### src/rtl/ascii_unsigned_integer_parser_defines.svh
// Assertion macros shared by the parser RTL.
// Needs signals named clock and reset in the including module.
`ifndef ASCII_UNSIGNED_INTEGER_PARSER_DEFINES_SVH
`define ASCII_UNSIGNED_INTEGER_PARSER_DEFINES_SVH

// Same-cycle implication, checked on every rising clock edge out of reset
`define AUP_ASSERT_IMPLY(name, cond, prop, msg) \
   name: assert property (@(posedge clock) disable iff (reset) (cond) |-> (prop)) \
      else $error(msg);

// Next-cycle implication, checked on every rising clock edge out of reset
`define AUP_ASSERT_NEXT(name, cond, prop, msg) \
   name: assert property (@(posedge clock) disable iff (reset) (cond) |=> (prop)) \
      else $error(msg);

`endif

### src/rtl/aup_pkg.sv
// Shared types, character codes and helpers for the ASCII integer parser.
// No dependencies.
package aup_pkg;

   localparam int CHAR_W      = 8;
   localparam int RADIX_W     = 6;
   localparam int DIGIT_W     = 6;
   localparam int VALUE_PORT_W = 64;
   localparam int OFFSET_W    = 9;
   localparam int CSR_ADDR_W  = 3;
   localparam int CSR_DATA_W  = 32;
   localparam int QUEUE_DEPTH = 2;

   // character codes
   localparam logic [CHAR_W-1:0] CHAR_MINUS = 8'h2D;
   localparam logic [CHAR_W-1:0] CHAR_PLUS  = 8'h2B;
   localparam logic [CHAR_W-1:0] CHAR_ZERO  = 8'h30;
   localparam logic [CHAR_W-1:0] CHAR_NINE  = 8'h39;
   localparam logic [CHAR_W-1:0] CHAR_UC_A  = 8'h41;
   localparam logic [CHAR_W-1:0] CHAR_UC_Z  = 8'h5A;
   localparam logic [CHAR_W-1:0] CHAR_LC_A  = 8'h61;
   localparam logic [CHAR_W-1:0] CHAR_LC_Z  = 8'h7A;
   localparam logic [CHAR_W-1:0] CHAR_LC_X  = 8'h78;
   localparam logic [CHAR_W-1:0] CHAR_UC_X  = 8'h58;
   localparam logic [CHAR_W-1:0] CHAR_SPACE = 8'h20;
   localparam logic [CHAR_W-1:0] CHAR_TAB   = 8'h09;
   localparam logic [CHAR_W-1:0] CHAR_CR    = 8'h0D;

   // radix codes
   localparam logic [RADIX_W-1:0] RADIX_AUTO = 6'd0;
   localparam logic [RADIX_W-1:0] RADIX_MIN  = 6'd2;
   localparam logic [RADIX_W-1:0] RADIX_OCT  = 6'd8;
   localparam logic [RADIX_W-1:0] RADIX_DEC  = 6'd10;
   localparam logic [RADIX_W-1:0] RADIX_HEX  = 6'd16;
   localparam logic [RADIX_W-1:0] RADIX_MAX  = 6'd36;

   // digit value of a character that is no digit at all
   localparam logic [DIGIT_W-1:0] DIGIT_NONE = 6'd63;

   // register map
   localparam logic [CSR_ADDR_W-1:0] CSR_RADIX_ADDR = 3'd0;

   typedef enum logic [4:0] {
      PH_SPACE  = 5'b00001,
      PH_SIGNED = 5'b00010,
      PH_ZERO   = 5'b00100,
      PH_DIGITS = 5'b01000,
      PH_DONE   = 5'b10000
   } phase_type;

   typedef enum logic [1:0] {
      ST_NONE = 2'd0,
      ST_SOME = 2'd1,
      ST_OVER = 2'd2
   } status_type;

   // classified character as it sits in the queue
   typedef struct packed {
      logic               last;
      logic               is_space;
      logic               is_minus;
      logic               is_plus;
      logic               is_zero;
      logic               is_x;
      logic [DIGIT_W-1:0] digit;
   } class_type;

   // value of a digit character in bases up to 36
   function automatic logic [DIGIT_W-1:0] digit_of(input logic [CHAR_W-1:0] ch);
      logic [DIGIT_W-1:0] d;
      d = DIGIT_NONE;
      if (ch inside {[CHAR_ZERO:CHAR_NINE]}) begin
         d = DIGIT_W'(ch - CHAR_ZERO);
      end else if (ch inside {[CHAR_UC_A:CHAR_UC_Z]}) begin
         d = DIGIT_W'(ch - CHAR_UC_A + 8'd10);
      end else if (ch inside {[CHAR_LC_A:CHAR_LC_Z]}) begin
         d = DIGIT_W'(ch - CHAR_LC_A + 8'd10);
      end
      return d;
   endfunction

endpackage

### src/rtl/aup_front.sv
// Front end: takes request characters and classifies them for the queue.
// Depends on aup_pkg.
module aup_front (
   input  logic                        req_tvalid,
   output logic                        req_tready,
   input  logic [aup_pkg::CHAR_W-1:0]  req_tdata,
   input  logic                        req_tlast,
   input  logic                        q_full,
   output logic                        q_push,
   output aup_pkg::class_type          q_entry
);

   // request handshake against queue space
   assign req_tready = !q_full;
   assign q_push     = req_tvalid && !q_full;

   // character classes
   always_comb begin
      q_entry.last     = req_tlast;
      q_entry.is_space = (req_tdata == aup_pkg::CHAR_SPACE) ||
                         (req_tdata inside {[aup_pkg::CHAR_TAB:aup_pkg::CHAR_CR]});
      q_entry.is_minus = (req_tdata == aup_pkg::CHAR_MINUS);
      q_entry.is_plus  = (req_tdata == aup_pkg::CHAR_PLUS);
      q_entry.is_zero  = (req_tdata == aup_pkg::CHAR_ZERO);
      q_entry.is_x     = (req_tdata == aup_pkg::CHAR_LC_X) ||
                         (req_tdata == aup_pkg::CHAR_UC_X);
      q_entry.digit    = aup_pkg::digit_of(req_tdata);
   end

endmodule

### src/rtl/aup_queue.sv
// Short queue of classified characters between front and back end.
// Depends on aup_pkg.
module aup_queue (
   input  logic               clock,
   input  logic               reset,
   input  logic               push,
   input  aup_pkg::class_type entry_in,
   input  logic               pop,
   output logic               valid,
   output logic               full,
   output aup_pkg::class_type entry
);

   localparam int PTR_W = $clog2(aup_pkg::QUEUE_DEPTH);
   localparam int CNT_W = $clog2(aup_pkg::QUEUE_DEPTH + 1);

   aup_pkg::class_type entries_ff [aup_pkg::QUEUE_DEPTH];
   logic [PTR_W-1:0]   wr_ptr_ff, wr_ptr_in;
   logic [PTR_W-1:0]   rd_ptr_ff, rd_ptr_in;
   logic [CNT_W-1:0]   count_ff, count_in;

   assign valid = (count_ff != '0);
   assign full  = (count_ff == CNT_W'(aup_pkg::QUEUE_DEPTH));
   assign entry = entries_ff[rd_ptr_ff];

   // pointer and fill count update
   always_comb begin
      wr_ptr_in = push ? wr_ptr_ff + PTR_W'(1) : wr_ptr_ff;
      rd_ptr_in = pop  ? rd_ptr_ff + PTR_W'(1) : rd_ptr_ff;
      count_in  = count_ff;
      if (push && !pop) begin
         count_in = count_ff + CNT_W'(1);
      end else if (pop && !push) begin
         count_in = count_ff - CNT_W'(1);
      end
   end

   always_ff @(posedge clock) begin
      if (reset) begin
         wr_ptr_ff <= '0;
         rd_ptr_ff <= '0;
         count_ff  <= '0;
      end else begin
         wr_ptr_ff <= wr_ptr_in;
         rd_ptr_ff <= rd_ptr_in;
         count_ff  <= count_in;
      end
   end

   // storage
   always_ff @(posedge clock) begin
      if (push) begin
         entries_ff[wr_ptr_ff] <= entry_in;
      end
   end

endmodule

### src/rtl/aup_back.sv
// Back end: parse state machine, digit multiply-add, finish and output stages.
// Depends on aup_pkg.
module aup_back #(
   parameter int VALUE_WIDTH = 64,
   parameter int MAX_CHARS   = 256
) (
   input  logic                              clock,
   input  logic                              reset,
   input  logic [aup_pkg::RADIX_W-1:0]       radix,
   input  logic                              q_valid,
   input  aup_pkg::class_type                q_entry,
   output logic                              q_pop,
   output logic                              rsp_valid,
   input  logic                              rsp_ready,
   output logic [aup_pkg::VALUE_PORT_W-1:0]  rsp_value,
   output logic                              rsp_error,
   output logic [aup_pkg::OFFSET_W-1:0]      rsp_offset
);

   localparam int CNT_W  = $clog2(MAX_CHARS + 1);
   localparam int PROD_W = VALUE_WIDTH + aup_pkg::RADIX_W;

   // parse state
   aup_pkg::phase_type              phase_ff, phase_in;
   logic                            neg_ff, neg_in;
   logic [VALUE_WIDTH-1:0]          acc_ff, acc_in;
   aup_pkg::status_type             status_ff, status_in;
   logic [aup_pkg::RADIX_W-1:0]     wrad_ff, wrad_in;
   logic [CNT_W-1:0]                seen_ff, seen_in;
   logic [CNT_W-1:0]                dend_ff, dend_in;

   // finish stage
   logic                            fin_valid_ff, fin_valid_in;
   logic [VALUE_WIDTH-1:0]          fin_acc_ff;
   logic                            fin_neg_ff;
   logic                            fin_over_ff;
   logic                            fin_some_ff;
   logic [CNT_W-1:0]                fin_dend_ff;

   // output stage
   logic                            out_valid_ff, out_valid_in;
   logic [aup_pkg::VALUE_PORT_W-1:0] out_value_ff, out_value_in;
   logic                            out_error_ff, out_error_in;
   logic [aup_pkg::OFFSET_W-1:0]    out_offset_ff, out_offset_in;

   logic                            out_free;
   logic                            fin_free;
   logic                            in_range;
   logic [aup_pkg::RADIX_W-1:0]     base_cur;
   logic                            go_sign;
   logic                            take;
   logic [aup_pkg::RADIX_W-1:0]     take_b;
   logic                            digit_ok;
   logic [PROD_W-1:0]               prod;
   logic [VALUE_WIDTH-1:0]          mag;
   logic [CNT_W+aup_pkg::OFFSET_W-1:0] dend_ext;

   // stage handshakes
   assign out_free = !out_valid_ff || rsp_ready;
   assign fin_free = !fin_valid_ff || out_free;
   assign q_pop    = q_valid && (!q_entry.last || fin_free);

   // radix is latched on the first character of a string
   assign in_range = (seen_ff < CNT_W'(MAX_CHARS));
   assign base_cur = (seen_ff == '0) ? radix : wrad_ff;

   // one multiply-add per digit
   assign prod = PROD_W'(acc_ff) * PROD_W'(take_b) + PROD_W'(q_entry.digit);

   // next parse state for the character at the head of the queue
   always_comb begin
      phase_in  = phase_ff;
      neg_in    = neg_ff;
      acc_in    = acc_ff;
      status_in = status_ff;
      wrad_in   = base_cur;
      seen_in   = seen_ff;
      dend_in   = dend_ff;
      go_sign   = 1'b0;
      take      = 1'b0;
      take_b    = base_cur;
      digit_ok  = 1'b0;

      if (in_range) begin
         seen_in = seen_ff + CNT_W'(1);
         case (phase_ff)
            aup_pkg::PH_SPACE: begin
               if (q_entry.is_minus) begin
                  neg_in   = 1'b1;
                  phase_in = aup_pkg::PH_SIGNED;
               end else if (q_entry.is_plus) begin
                  phase_in = aup_pkg::PH_SIGNED;
               end else if (!q_entry.is_space) begin
                  go_sign = 1'b1;
               end
            end
            aup_pkg::PH_SIGNED: begin
               go_sign = 1'b1;
            end
            aup_pkg::PH_ZERO: begin
               if (q_entry.is_x) begin
                  wrad_in  = aup_pkg::RADIX_HEX;
                  phase_in = aup_pkg::PH_DIGITS;
               end else begin
                  take    = 1'b1;
                  take_b  = (base_cur == aup_pkg::RADIX_AUTO) ? aup_pkg::RADIX_OCT : base_cur;
                  wrad_in = take_b;
               end
            end
            aup_pkg::PH_DIGITS: begin
               take = 1'b1;
            end
            default: begin
            end
         endcase

         // first character after optional sign: a leading zero may open a prefix
         if (go_sign) begin
            if (((base_cur == aup_pkg::RADIX_AUTO) || (base_cur == aup_pkg::RADIX_HEX)) &&
                q_entry.is_zero) begin
               acc_in    = '0;
               status_in = aup_pkg::ST_SOME;
               dend_in   = seen_ff + CNT_W'(1);
               phase_in  = aup_pkg::PH_ZERO;
            end else begin
               take    = 1'b1;
               take_b  = (base_cur == aup_pkg::RADIX_AUTO) ? aup_pkg::RADIX_DEC : base_cur;
               wrad_in = take_b;
            end
         end

         // digit accumulation with saturation
         if (take) begin
            digit_ok = (take_b >= aup_pkg::RADIX_MIN) && (take_b <= aup_pkg::RADIX_MAX) &&
                       (q_entry.digit < take_b);
            if (!digit_ok) begin
               phase_in = aup_pkg::PH_DONE;
            end else begin
               phase_in = aup_pkg::PH_DIGITS;
               dend_in  = seen_ff + CNT_W'(1);
               if (status_ff != aup_pkg::ST_OVER) begin
                  if (prod[PROD_W-1:VALUE_WIDTH] != '0) begin
                     status_in = aup_pkg::ST_OVER;
                  end else begin
                     acc_in    = prod[VALUE_WIDTH-1:0];
                     status_in = aup_pkg::ST_SOME;
                  end
               end
            end
         end
      end
   end

   // parse state registers; the last character hands off and restarts
   always_ff @(posedge clock) begin
      if (reset) begin
         phase_ff  <= aup_pkg::PH_SPACE;
         neg_ff    <= 1'b0;
         acc_ff    <= '0;
         status_ff <= aup_pkg::ST_NONE;
         wrad_ff   <= aup_pkg::RADIX_AUTO;
         seen_ff   <= '0;
         dend_ff   <= '0;
      end else if (q_pop) begin
         if (q_entry.last) begin
            phase_ff  <= aup_pkg::PH_SPACE;
            neg_ff    <= 1'b0;
            acc_ff    <= '0;
            status_ff <= aup_pkg::ST_NONE;
            wrad_ff   <= wrad_in;
            seen_ff   <= '0;
            dend_ff   <= '0;
         end else begin
            phase_ff  <= phase_in;
            neg_ff    <= neg_in;
            acc_ff    <= acc_in;
            status_ff <= status_in;
            wrad_ff   <= wrad_in;
            seen_ff   <= seen_in;
            dend_ff   <= dend_in;
         end
      end
   end

   // finish stage: capture the closing state
   assign fin_valid_in = fin_free ? (q_pop && q_entry.last) : fin_valid_ff;

   always_ff @(posedge clock) begin
      if (reset) begin
         fin_valid_ff <= 1'b0;
      end else begin
         fin_valid_ff <= fin_valid_in;
      end
   end

   always_ff @(posedge clock) begin
      if (fin_free && q_pop && q_entry.last) begin
         fin_acc_ff  <= acc_in;
         fin_neg_ff  <= neg_in;
         fin_over_ff <= (status_in == aup_pkg::ST_OVER);
         fin_some_ff <= (status_in != aup_pkg::ST_NONE);
         fin_dend_ff <= dend_in;
      end
   end

   // output stage: saturate or negate, trim the offset
   always_comb begin
      if (fin_over_ff) begin
         mag = '1;
      end else if (fin_neg_ff) begin
         mag = '0 - fin_acc_ff;
      end else begin
         mag = fin_acc_ff;
      end
      dend_ext      = (CNT_W + aup_pkg::OFFSET_W)'(fin_dend_ff);
      out_value_in  = aup_pkg::VALUE_PORT_W'(mag);
      out_error_in  = fin_over_ff;
      out_offset_in = fin_some_ff ? dend_ext[aup_pkg::OFFSET_W-1:0] : '0;
      out_valid_in  = out_free ? fin_valid_ff : out_valid_ff;
   end

   always_ff @(posedge clock) begin
      if (reset) begin
         out_valid_ff <= 1'b0;
      end else begin
         out_valid_ff <= out_valid_in;
      end
   end

   always_ff @(posedge clock) begin
      if (out_free && fin_valid_ff) begin
         out_value_ff  <= out_value_in;
         out_error_ff  <= out_error_in;
         out_offset_ff <= out_offset_in;
      end
   end

   assign rsp_valid  = out_valid_ff;
   assign rsp_value  = out_value_ff;
   assign rsp_error  = out_error_ff;
   assign rsp_offset = out_offset_ff;

endmodule

### src/rtl/ascii_unsigned_integer_parser.sv
// Top level of the streaming ASCII to unsigned integer parser.
// Depends on aup_pkg, aup_front, aup_queue, aup_back and the defines header.
//
// Channel   Direction  Handshake          Contents
// req       in         tvalid/tready      tdata = ch, tlast = end_of_string
// rsp       out        tvalid/tready      tdata = value, end_offset; tuser = range_error
// csr       in         APB psel/penable   radix register at byte address 0
//
// One character per cycle sustained while rsp is not stalled; the digit multiply-add
// in the back end handles one queued character each cycle, but a last character waits while the finish stage is held.
// After its last character is taken, a result passes through the queue, the finish
// stage and the output register before it shows on rsp.
// Reset is synchronous and clears the queue, parse state and radix (to 0).
// A two-entry queue and the finish/output registers absorb rsp stalls.
`include "ascii_unsigned_integer_parser_defines.svh"

module ascii_unsigned_integer_parser #(
   parameter int VALUE_WIDTH = 64,
   parameter int MAX_CHARS   = 256
) (
   input  logic                                clock,
   input  logic                                reset,
   // request stream
   input  logic                                req_tvalid,
   output logic                                req_tready,
   input  logic [7:0]                          req_tdata,   // [7:0] ch
   input  logic                                req_tlast,
   // result stream
   output logic                                rsp_tvalid,
   input  logic                                rsp_tready,
   output logic [79:0]                         rsp_tdata,   // [63:0] value, [72:64] end_offset
   output logic [0:0]                          rsp_tuser,   // [0] range_error
   // register port
   input  logic                                csr_psel,
   input  logic                                csr_penable,
   input  logic                                csr_pwrite,
   input  logic [aup_pkg::CSR_ADDR_W-1:0]      csr_paddr,
   input  logic [aup_pkg::CSR_DATA_W-1:0]      csr_pwdata,
   output logic [aup_pkg::CSR_DATA_W-1:0]      csr_prdata,
   output logic                                csr_pready
);

   logic [aup_pkg::RADIX_W-1:0]      radix_ff, radix_in;
   logic                             radix_sel;
   logic                             q_push;
   logic                             q_pop;
   logic                             q_valid;
   logic                             q_full;
   aup_pkg::class_type               q_wr_entry;
   aup_pkg::class_type               q_rd_entry;
   logic [aup_pkg::VALUE_PORT_W-1:0] rsp_value;
   logic                             rsp_error;
   logic [aup_pkg::OFFSET_W-1:0]     rsp_offset;
   logic                             rsp_sat_ok;

   // register port
   assign csr_pready = 1'b1;
   assign radix_sel  = (csr_paddr[aup_pkg::CSR_ADDR_W-1:2] ==
                        aup_pkg::CSR_RADIX_ADDR[aup_pkg::CSR_ADDR_W-1:2]);
   assign radix_in   = (csr_psel && csr_penable && csr_pwrite && radix_sel) ?
                       csr_pwdata[aup_pkg::RADIX_W-1:0] : radix_ff;
   assign csr_prdata = radix_sel ? aup_pkg::CSR_DATA_W'(radix_ff) : '0;

   always_ff @(posedge clock) begin
      if (reset) begin
         radix_ff <= aup_pkg::RADIX_AUTO;
      end else begin
         radix_ff <= radix_in;
      end
   end

   aup_front u_front (
      .req_tvalid (req_tvalid),
      .req_tready (req_tready),
      .req_tdata  (req_tdata),
      .req_tlast  (req_tlast),
      .q_full     (q_full),
      .q_push     (q_push),
      .q_entry    (q_wr_entry)
   );

   aup_queue u_queue (
      .clock    (clock),
      .reset    (reset),
      .push     (q_push),
      .entry_in (q_wr_entry),
      .pop      (q_pop),
      .valid    (q_valid),
      .full     (q_full),
      .entry    (q_rd_entry)
   );

   aup_back #(
      .VALUE_WIDTH (VALUE_WIDTH),
      .MAX_CHARS   (MAX_CHARS)
   ) u_back (
      .clock      (clock),
      .reset      (reset),
      .radix      (radix_ff),
      .q_valid    (q_valid),
      .q_entry    (q_rd_entry),
      .q_pop      (q_pop),
      .rsp_valid  (rsp_tvalid),
      .rsp_ready  (rsp_tready),
      .rsp_value  (rsp_value),
      .rsp_error  (rsp_error),
      .rsp_offset (rsp_offset)
   );

   // result packing
   assign rsp_tdata = {7'b0, rsp_offset, rsp_value};
   assign rsp_tuser = rsp_error;

   // a range error always comes with an all-ones value
   assign rsp_sat_ok = !rsp_error || (&rsp_value[VALUE_WIDTH-1:0]);

   // checks
   `AUP_ASSERT_IMPLY(a_pop_has_entry, q_pop, q_valid, "queue popped while empty")
   `AUP_ASSERT_NEXT(a_request_queued, req_tvalid && req_tready, q_valid, "request lost")
   `AUP_ASSERT_IMPLY(a_range_saturates, rsp_tvalid, rsp_sat_ok, "range error unsaturated")

endmodule
### config.mk
export PLATFORM = sky130hd
export DESIGN_NAME = ascii_unsigned_integer_parser
export DESIGN_NICKNAME = d
export VERILOG_FILES = /design/src/rtl/aup_pkg.sv /design/src/rtl/aup_front.sv /design/src/rtl/aup_queue.sv /design/src/rtl/aup_back.sv /design/src/rtl/ascii_unsigned_integer_parser.sv
export VERILOG_INCLUDE_DIRS = /design/src /design/src/rtl
export SDC_FILE = /design/constraint.sdc
export NUM_CORES = 2
export LEC_CHECK = 0
export ABC_CLOCK_PERIOD_IN_PS = 21500
export BUFFER_PORTS_ARGS = -buffer_cell sky130_fd_sc_hd__buf_2
export CAP_MARGIN = 10
export CELL_PAD_IN_SITES_DETAIL_PLACEMENT = 1
export CELL_PAD_IN_SITES_GLOBAL_PLACEMENT = 1
export CORE_UTILIZATION = 53
export DETAILED_ROUTE_END_ITERATION = 10
export PLACE_DENSITY = 0.87
export SLEW_MARGIN = 5
export SYNTH_ARGS = -nofsm -noshare
export SYNTH_HDL_FRONTEND = slang
export SYNTH_SLANG_ARGS = --single-unit
### constraint.sdc
create_clock -name clock -period 21.5 [get_ports clock]
set_input_delay 2.15 -clock clock [delete_from_list [all_inputs] [get_ports clock]]
set_output_delay 2.15 -clock clock [all_outputs]
set_load 0.05 [all_outputs]
[Yosys cells after proc, flatten, opt, wreduce, memory -nomap -nowiden]
Memory sizes are Yosys's and may differ from the RTL's. A register that Yosys moved wholly into a read port is not among the register bits.
Index checks and enable logic that the tools add are counted.
Cells by class
  bitwise logic cells: 1
  magnitude comparators: 12
  reduce and logical (&&, ||, !) cells: 38
  shift-type cells: 0
  multiply operators: 1
  divide/modulo/power cells: 0
  add/subtract/negate cells: 12
  muxes and demuxes: 73
  equality and inequality tests: 14
Operators with widths (number)
  64-bit two-way mux: 9
  6-bit two-way mux: 18
  9-bit two-way mux: 8
  70-bit by 6-bit adder with 70-bit output: 1
  64-bit by 6-bit multiplier with 70-bit output: 1
  1-bit by 64-bit subtractor with 64-bit output, first input constant: 1
  5-bit two-way mux: 9
  8-bit by 6-bit equality test with 1-bit output, second input constant: 4
  2-bit two-way mux: 10
  1-bit logical AND: 18
  8-bit by 7-bit equality test with 1-bit output, second input constant: 2
  8-bit by 7-bit greater-or-equal comparator with 1-bit output, second input constant: 2
  8-bit by 7-bit <= comparator with 1-bit output, second input constant: 2
  1-bit two-way mux: 16
  6-bit by 4-bit adder with 6-bit output, second input constant: 2
  6-bit subtractor, second input constant: 2
  5-bit case mux with 2 select lines: 1
  9-bit by 1-bit adder with 9-bit output, second input constant: 1
  9-bit zero test: 1
  9-bit less-than comparator, second input constant: 1
  8-bit by 4-bit greater-or-equal comparator with 1-bit output, second input constant: 1
  8-bit by 6-bit greater-or-equal comparator with 1-bit output, second input constant: 1
  8-bit by 4-bit <= comparator with 1-bit output, second input constant: 1
  8-bit by 6-bit <= comparator with 1-bit output, second input constant: 1
  other kinds (22): 38
Storage, ports and cells
  input bits: 51
  logic and storage cells: 173
  output and inout port bits: 116
  bits in read-only memories: 0
  bits in latches: 0
  flip-flop bits (word level): 258
  memories kept: 1
  memory bits (writable): 24
Memory list
  u_queue.entries_ff: words 2, width 12, read ports 1, clocked after Yosys merged registers in 1, wr ports 1, line aup_queue.sv:17  | aup_pkg::class_type entries_ff [aup_pkg::QUEUE_DEPTH];

[Depth between registers and ports, before layout]
  depth after elaboration: 19
  gate-level depth with buffers: 35
  depth with buffers taken out: 29

[Modules after synthesis]
Synthesis repeated with hierarchy kept, for this count alone.
Second synthesis, totals
  cell total of the unflattened synthesis: 2700
  area, all modules: 26371.5 um2
Modules (own cells, without submodules)
  aup_back: cells each 2500, sequential area each 6466.2 um2, instances 1, area each 24166.9 um2
  aup_queue: cells each 59, sequential area each 820.8 um2, instances 1, area each 1071.0 um2
  ascii_unsigned_integer_parser: cells each 69, sequential area each 120.1 um2, instances 1, area each 595.6 um2
  aup_front: cells each 72, sequential area each 0.0 um2, instances 1, area each 538.0 um2

[Worst setup path after synthesis]
OpenSTA, ideal clock, no wires.
  kind: register to register
  start point: memory u_queue.entries_ff[1][9] (netlist name)
  end point: register u_back.acc_ff[0]
  period minus slack after synthesis: 7.552 ns
  buffers on the path: 4
  slack: 13.948 ns
  stages on the path, launching flop included: 30
  data required time: 21.383 ns
  arrival time: 7.436 ns
  library setup time: 0.117 ns
  cells stage by stage: edfxtp_1 -> nor4b_1 -> o21ai_0 -> a2111o_1 -> o41ai_1 -> clkbuf_1 -> and2_1 -> fa_1 -> inv_1 -> fa_1 -> inv_1 -> fa_1 -> inv_1 -> fa_1 -> inv_1 -> ha_1 -> o211ai_1 -> o21a_1 -> o21ai_1 -> a311oi_2 -> o311a_1 -> o211a_1 -> a2111o_1 -> nor4_2 -> nand3_2 -> buf_6 -> a31o_1 -> buf_4 -> buf_6 -> a22o_1
RTL lines
  start: declaration: line aup_queue.sv:17
  end signal: assignment: line aup_back.sv:176  | acc_ff <= acc_in;
  end: declaration: line aup_back.sv:26  | logic [VALUE_WIDTH-1:0] acc_ff, acc_in;

==> run metrics <==
worst vdd ir=0.00006587 V; drt drc=0; Post-DP HPWL=56.88 mm; Max Fclk=91.91 MHz; busiest grt layer=met2; core area=48150 um^2; leak pwr=11.84 nW; outcome=finished clean; Syn Area/Cell=9.826 um^2; Die Area=50080 um^2; Synth Area in Simple Gates=20.84%; Rows=80; Worst Max-Slew Pin Slew=1.191 ns; height of the die=223.8 um; setup_tns=0 ns; multiplexer area fraction after synthesis=1.210%; vias post-DR=20990; # IOs=167; Initial Util=54.15%; Max Transition Viols Final=0; vias in the first global route=23010; largest family of logic cells by synthesized area=adder cells; GRT met3 Usage=5.089%; Worst-path clk slew=0.06 ns; post-synthesis xor/xnor area fraction=4.435%; area leader, netlist=edfxtp_1; Syn. warnings=0; Period minus WS final=10.88 ns; #FFs+latches synth=283; CTS max path bufs=3; CP Capture Type=flop; Skew-Pair Late Insertion Delay=0.57 ns; die width=223.8 um; first-pass GRT wire length=128.2 mm; Final Power=1.992 mW; wire length per cell=23.80 um; Synth-to-Final Area Change=7.886%; Clock Sinks=283; total CTS buffers=36; GRT Total Usage=32.70%; Synth area leaders=edfxtp_1 20%, fa_1 19%, dfxtp_1 8.4%, ha_1 7.9%, nor2b_1 4.8%; Routed WL=80.03 mm; crit start category=flop; Compound-Gate Fraction of Synth Area=13.42%; Netlist cell types=95; number of setup violations in the final report=0; Routed Antenna Nets=0; Slew HR=20.61%; GR Layer Usage met1=40.21%; Switch Pwr=771.3 uW; M2 GR Usage=57.66%; clock root cell=clkbuf_16; hold buffers post-CTS=0; synth cell count leaders=252 x fa_1, 205 x nand2_1, 202 x nor2b_1, 201 x and2_1, 174 x edfxtp_1; sequential share of power=38.7%; Pre-antenna DRT Iters=7; maxcap violations=0; clock share of power=31.9%; initial antenna violation count=2; FF-to-FF End=u_back.fin_acc_ff[52]$_DFFE_PP_; share of cells above drive strength 1=8.684%; Tcrit/Tclk final=50.60%; PD cells=70.84 nW/um^2; most frequent cell after synthesis=fa_1; largest fanout on the critical path=69; Worst Hold Class=flop to flop; post-CTS setup repair buffer count=0; largest net degree at the start of global routing=80; switching part of the total=38.71%; Hold Fails Final Rpt=0; Post-Synth Adder-Cell Area=27.27%; Mapped Area=26070 um^2; CP required=21.76 ns; Post-synth EDFFs=174; initial DRC count=1400; combinational share of power=29.4%; Final Util=58.41%; Layout Skew=0.03254 ns; Hold Crit Depth=1; top cell type's share of synthesized area=20.04%; Synth Flop Type=edfxtp_1; crit path DAT=11.14 ns; unrepaired setup endpoints after global routing=false; Synth Instances=2653; cts repair resizes=0; CTS tree=built; GP Congestion=0.9147; Min-Delay Endpoint=u_back.dend_ff[7]$_SDFFE_PP0P_; H-Tree Depth=2; reg2reg setup slack=10.62 ns; async set or reset register ratio after synthesis=0%; register area share after synthesis=28.41%; Setup CP Type=flop to flop; FF-to-FF path depth=27; port bufs=104; vias per cell=6.242; fin nets=3146; hold path start=u_back.dend_ff[7]$_SDFFE_PP0P_; internal power=1.221 mW; grt ovf=0
==> critical path: stages, from the launching register on <==
cell and delay, ns:
dfxtp_1 0.81, nor4b_1 0.33, o21ai_0 0.19, a2111oi_1 0.67, a21oi_1 0.14, o21a_1 0.30
a21oi_4 0.72, nand2_1 0.17, fa_1 0.50, fa_1 0.55, inv_1 0.06, fa_1 0.54
inv_1 0.06, fa_1 0.40, inv_1 0.08, ha_1 0.29, a21o_1 0.24, or3_1 0.34
o21ai_0 0.46, o21ai_0 0.28, nor3_1 0.63, a211o_1 0.26, a21oi_1 0.08, nor4_2 0.20
buf_4 0.30, nand3_4 0.56, buf_4 0.57, o21ai_0 0.75
==> kinds of logic after synthesis <==
kind of cell | count (synthesis)
fa+ha+maj | 417
buf+inv | 243
compound gates | 538
other cells | 2
simple gates | 1008
mux | 30
xor+xnor | 132
flops | 283
==> per-stage QoR <==
stage | area (um^2) | hold WS [ns] | setup WS [ns] | cells
6_report | 28120 | 0.4927 | 10.62 | 3363
5_1_grt | 28120 | 0.5141 | 10.23 | 3362
4_1_cts | 28110 | 0.4880 | 10.84 | 3361
3_5_place_dp | 26890 | 0.4662 | 10.96 | 3295
3_3_place_gp | 26890 | 0.4566 | 11.43 | 3295
2_1_floorplan | 26190 | 0.4320 | 13.95 | 2685
==> cell usage in the layout (no fill, tap or decap), drive strengths merged, types with 10 or more instances in the layout <==
master / n
conb: 34
xor2: 84
clkinv: 14
nand4: 37
nor2b: 202
fa: 252
a21oi: 144
a22o: 20
clkbuf: 45
nor3: 45
and2: 201
a21o: 16
or2: 11
and3: 17
mux2: 12
dfxtp: 109
xnor2: 48
buf: 122
nor4: 11
mux2i: 18
inv: 78
a31oi: 12
nor2: 127
nand2b: 21
nand2: 206
o21ai: 151
nand3: 83
edfxtp: 174
or4: 10
o41ai: 11
o2bb2ai: 52
ha: 165
o21bai: 15
o211ai: 19
o31ai: 23
or3: 19
o21a: 17
==> registers in the layout, summed over array words and instances, names as in the netlist, 2 cells and up, named ones only <==
signal              cells
radix_ff                6
u_back.status_ff        2
u_back.acc_ff          64
u_back.rsp_offset       9
u_queue.entries_ff     24
u_back.wrad_ff          6
u_back.phase_ff         5
u_back.fin_dend_ff      9
u_back.fin_acc_ff      64
u_back.rsp_value       64
u_queue.count_ff        2
u_back.dend_ff          9
u_back.seen_ff          9
==> power groups by stage <==
| stage | clock (mW) | sequential (mW) | combinational, mW |
|---|---|---|---|
| finish | 0.635 | 0.772 | 0.586 |
| global route | 0.659 | 0.780 | 0.630 |
| CTS | 0.639 | 0.771 | 0.579 |
| detailed placement | 0 | 0.778 | 0.568 |
| global placement | 0 | 0.767 | 0.534 |
| floorplan | 0 | 0.828 | 0.357 |
==> routing by layer <==
metal  share of wire, %  vias to the layer above  wire length (um)
met5              0.015                        -                12
met4                3.5                        2              2774
met3                6.0                      224              4815
met2                 51                      779             40630
met1                 40                    10720             31800
li1                   -                     9269                 -
==> how the worst max path moves through the flow <==
stage / end / slack [ns] / cells past startpoint
final: u_back.fin_acc_ff[52]$_DFFE_PP_ / 10.62 / 27
after global routing: u_back.fin_acc_ff[54]$_DFFE_PP_ / 10.23 / 27
after CTS: u_back.fin_acc_ff[52]$_DFFE_PP_ / 10.84 / 27
after detailed placement: u_back.fin_acc_ff[52]$_DFFE_PP_ / 10.96 / 27
after global placement: u_back.fin_acc_ff[54]$_DFFE_PP_ / 11.43 / 27
after floorplan: u_back.acc_ff[0]$_SDFFE_PP0P_ / 13.95 / 29
==> final cells by class <==
cell class                 instances  area, um^2
antenna                            1       2.502
clock buffer                      45       997.2
clock inverter                    21       226.5
fill                            5295       20020
inverter                          76       285.3
multi-input combinational       2159       17730
sequential                       283        7407
tap                              656       820.8
timing repair buffer             122       655.6
No activity file was read; power rests on OpenSTA's default activity.
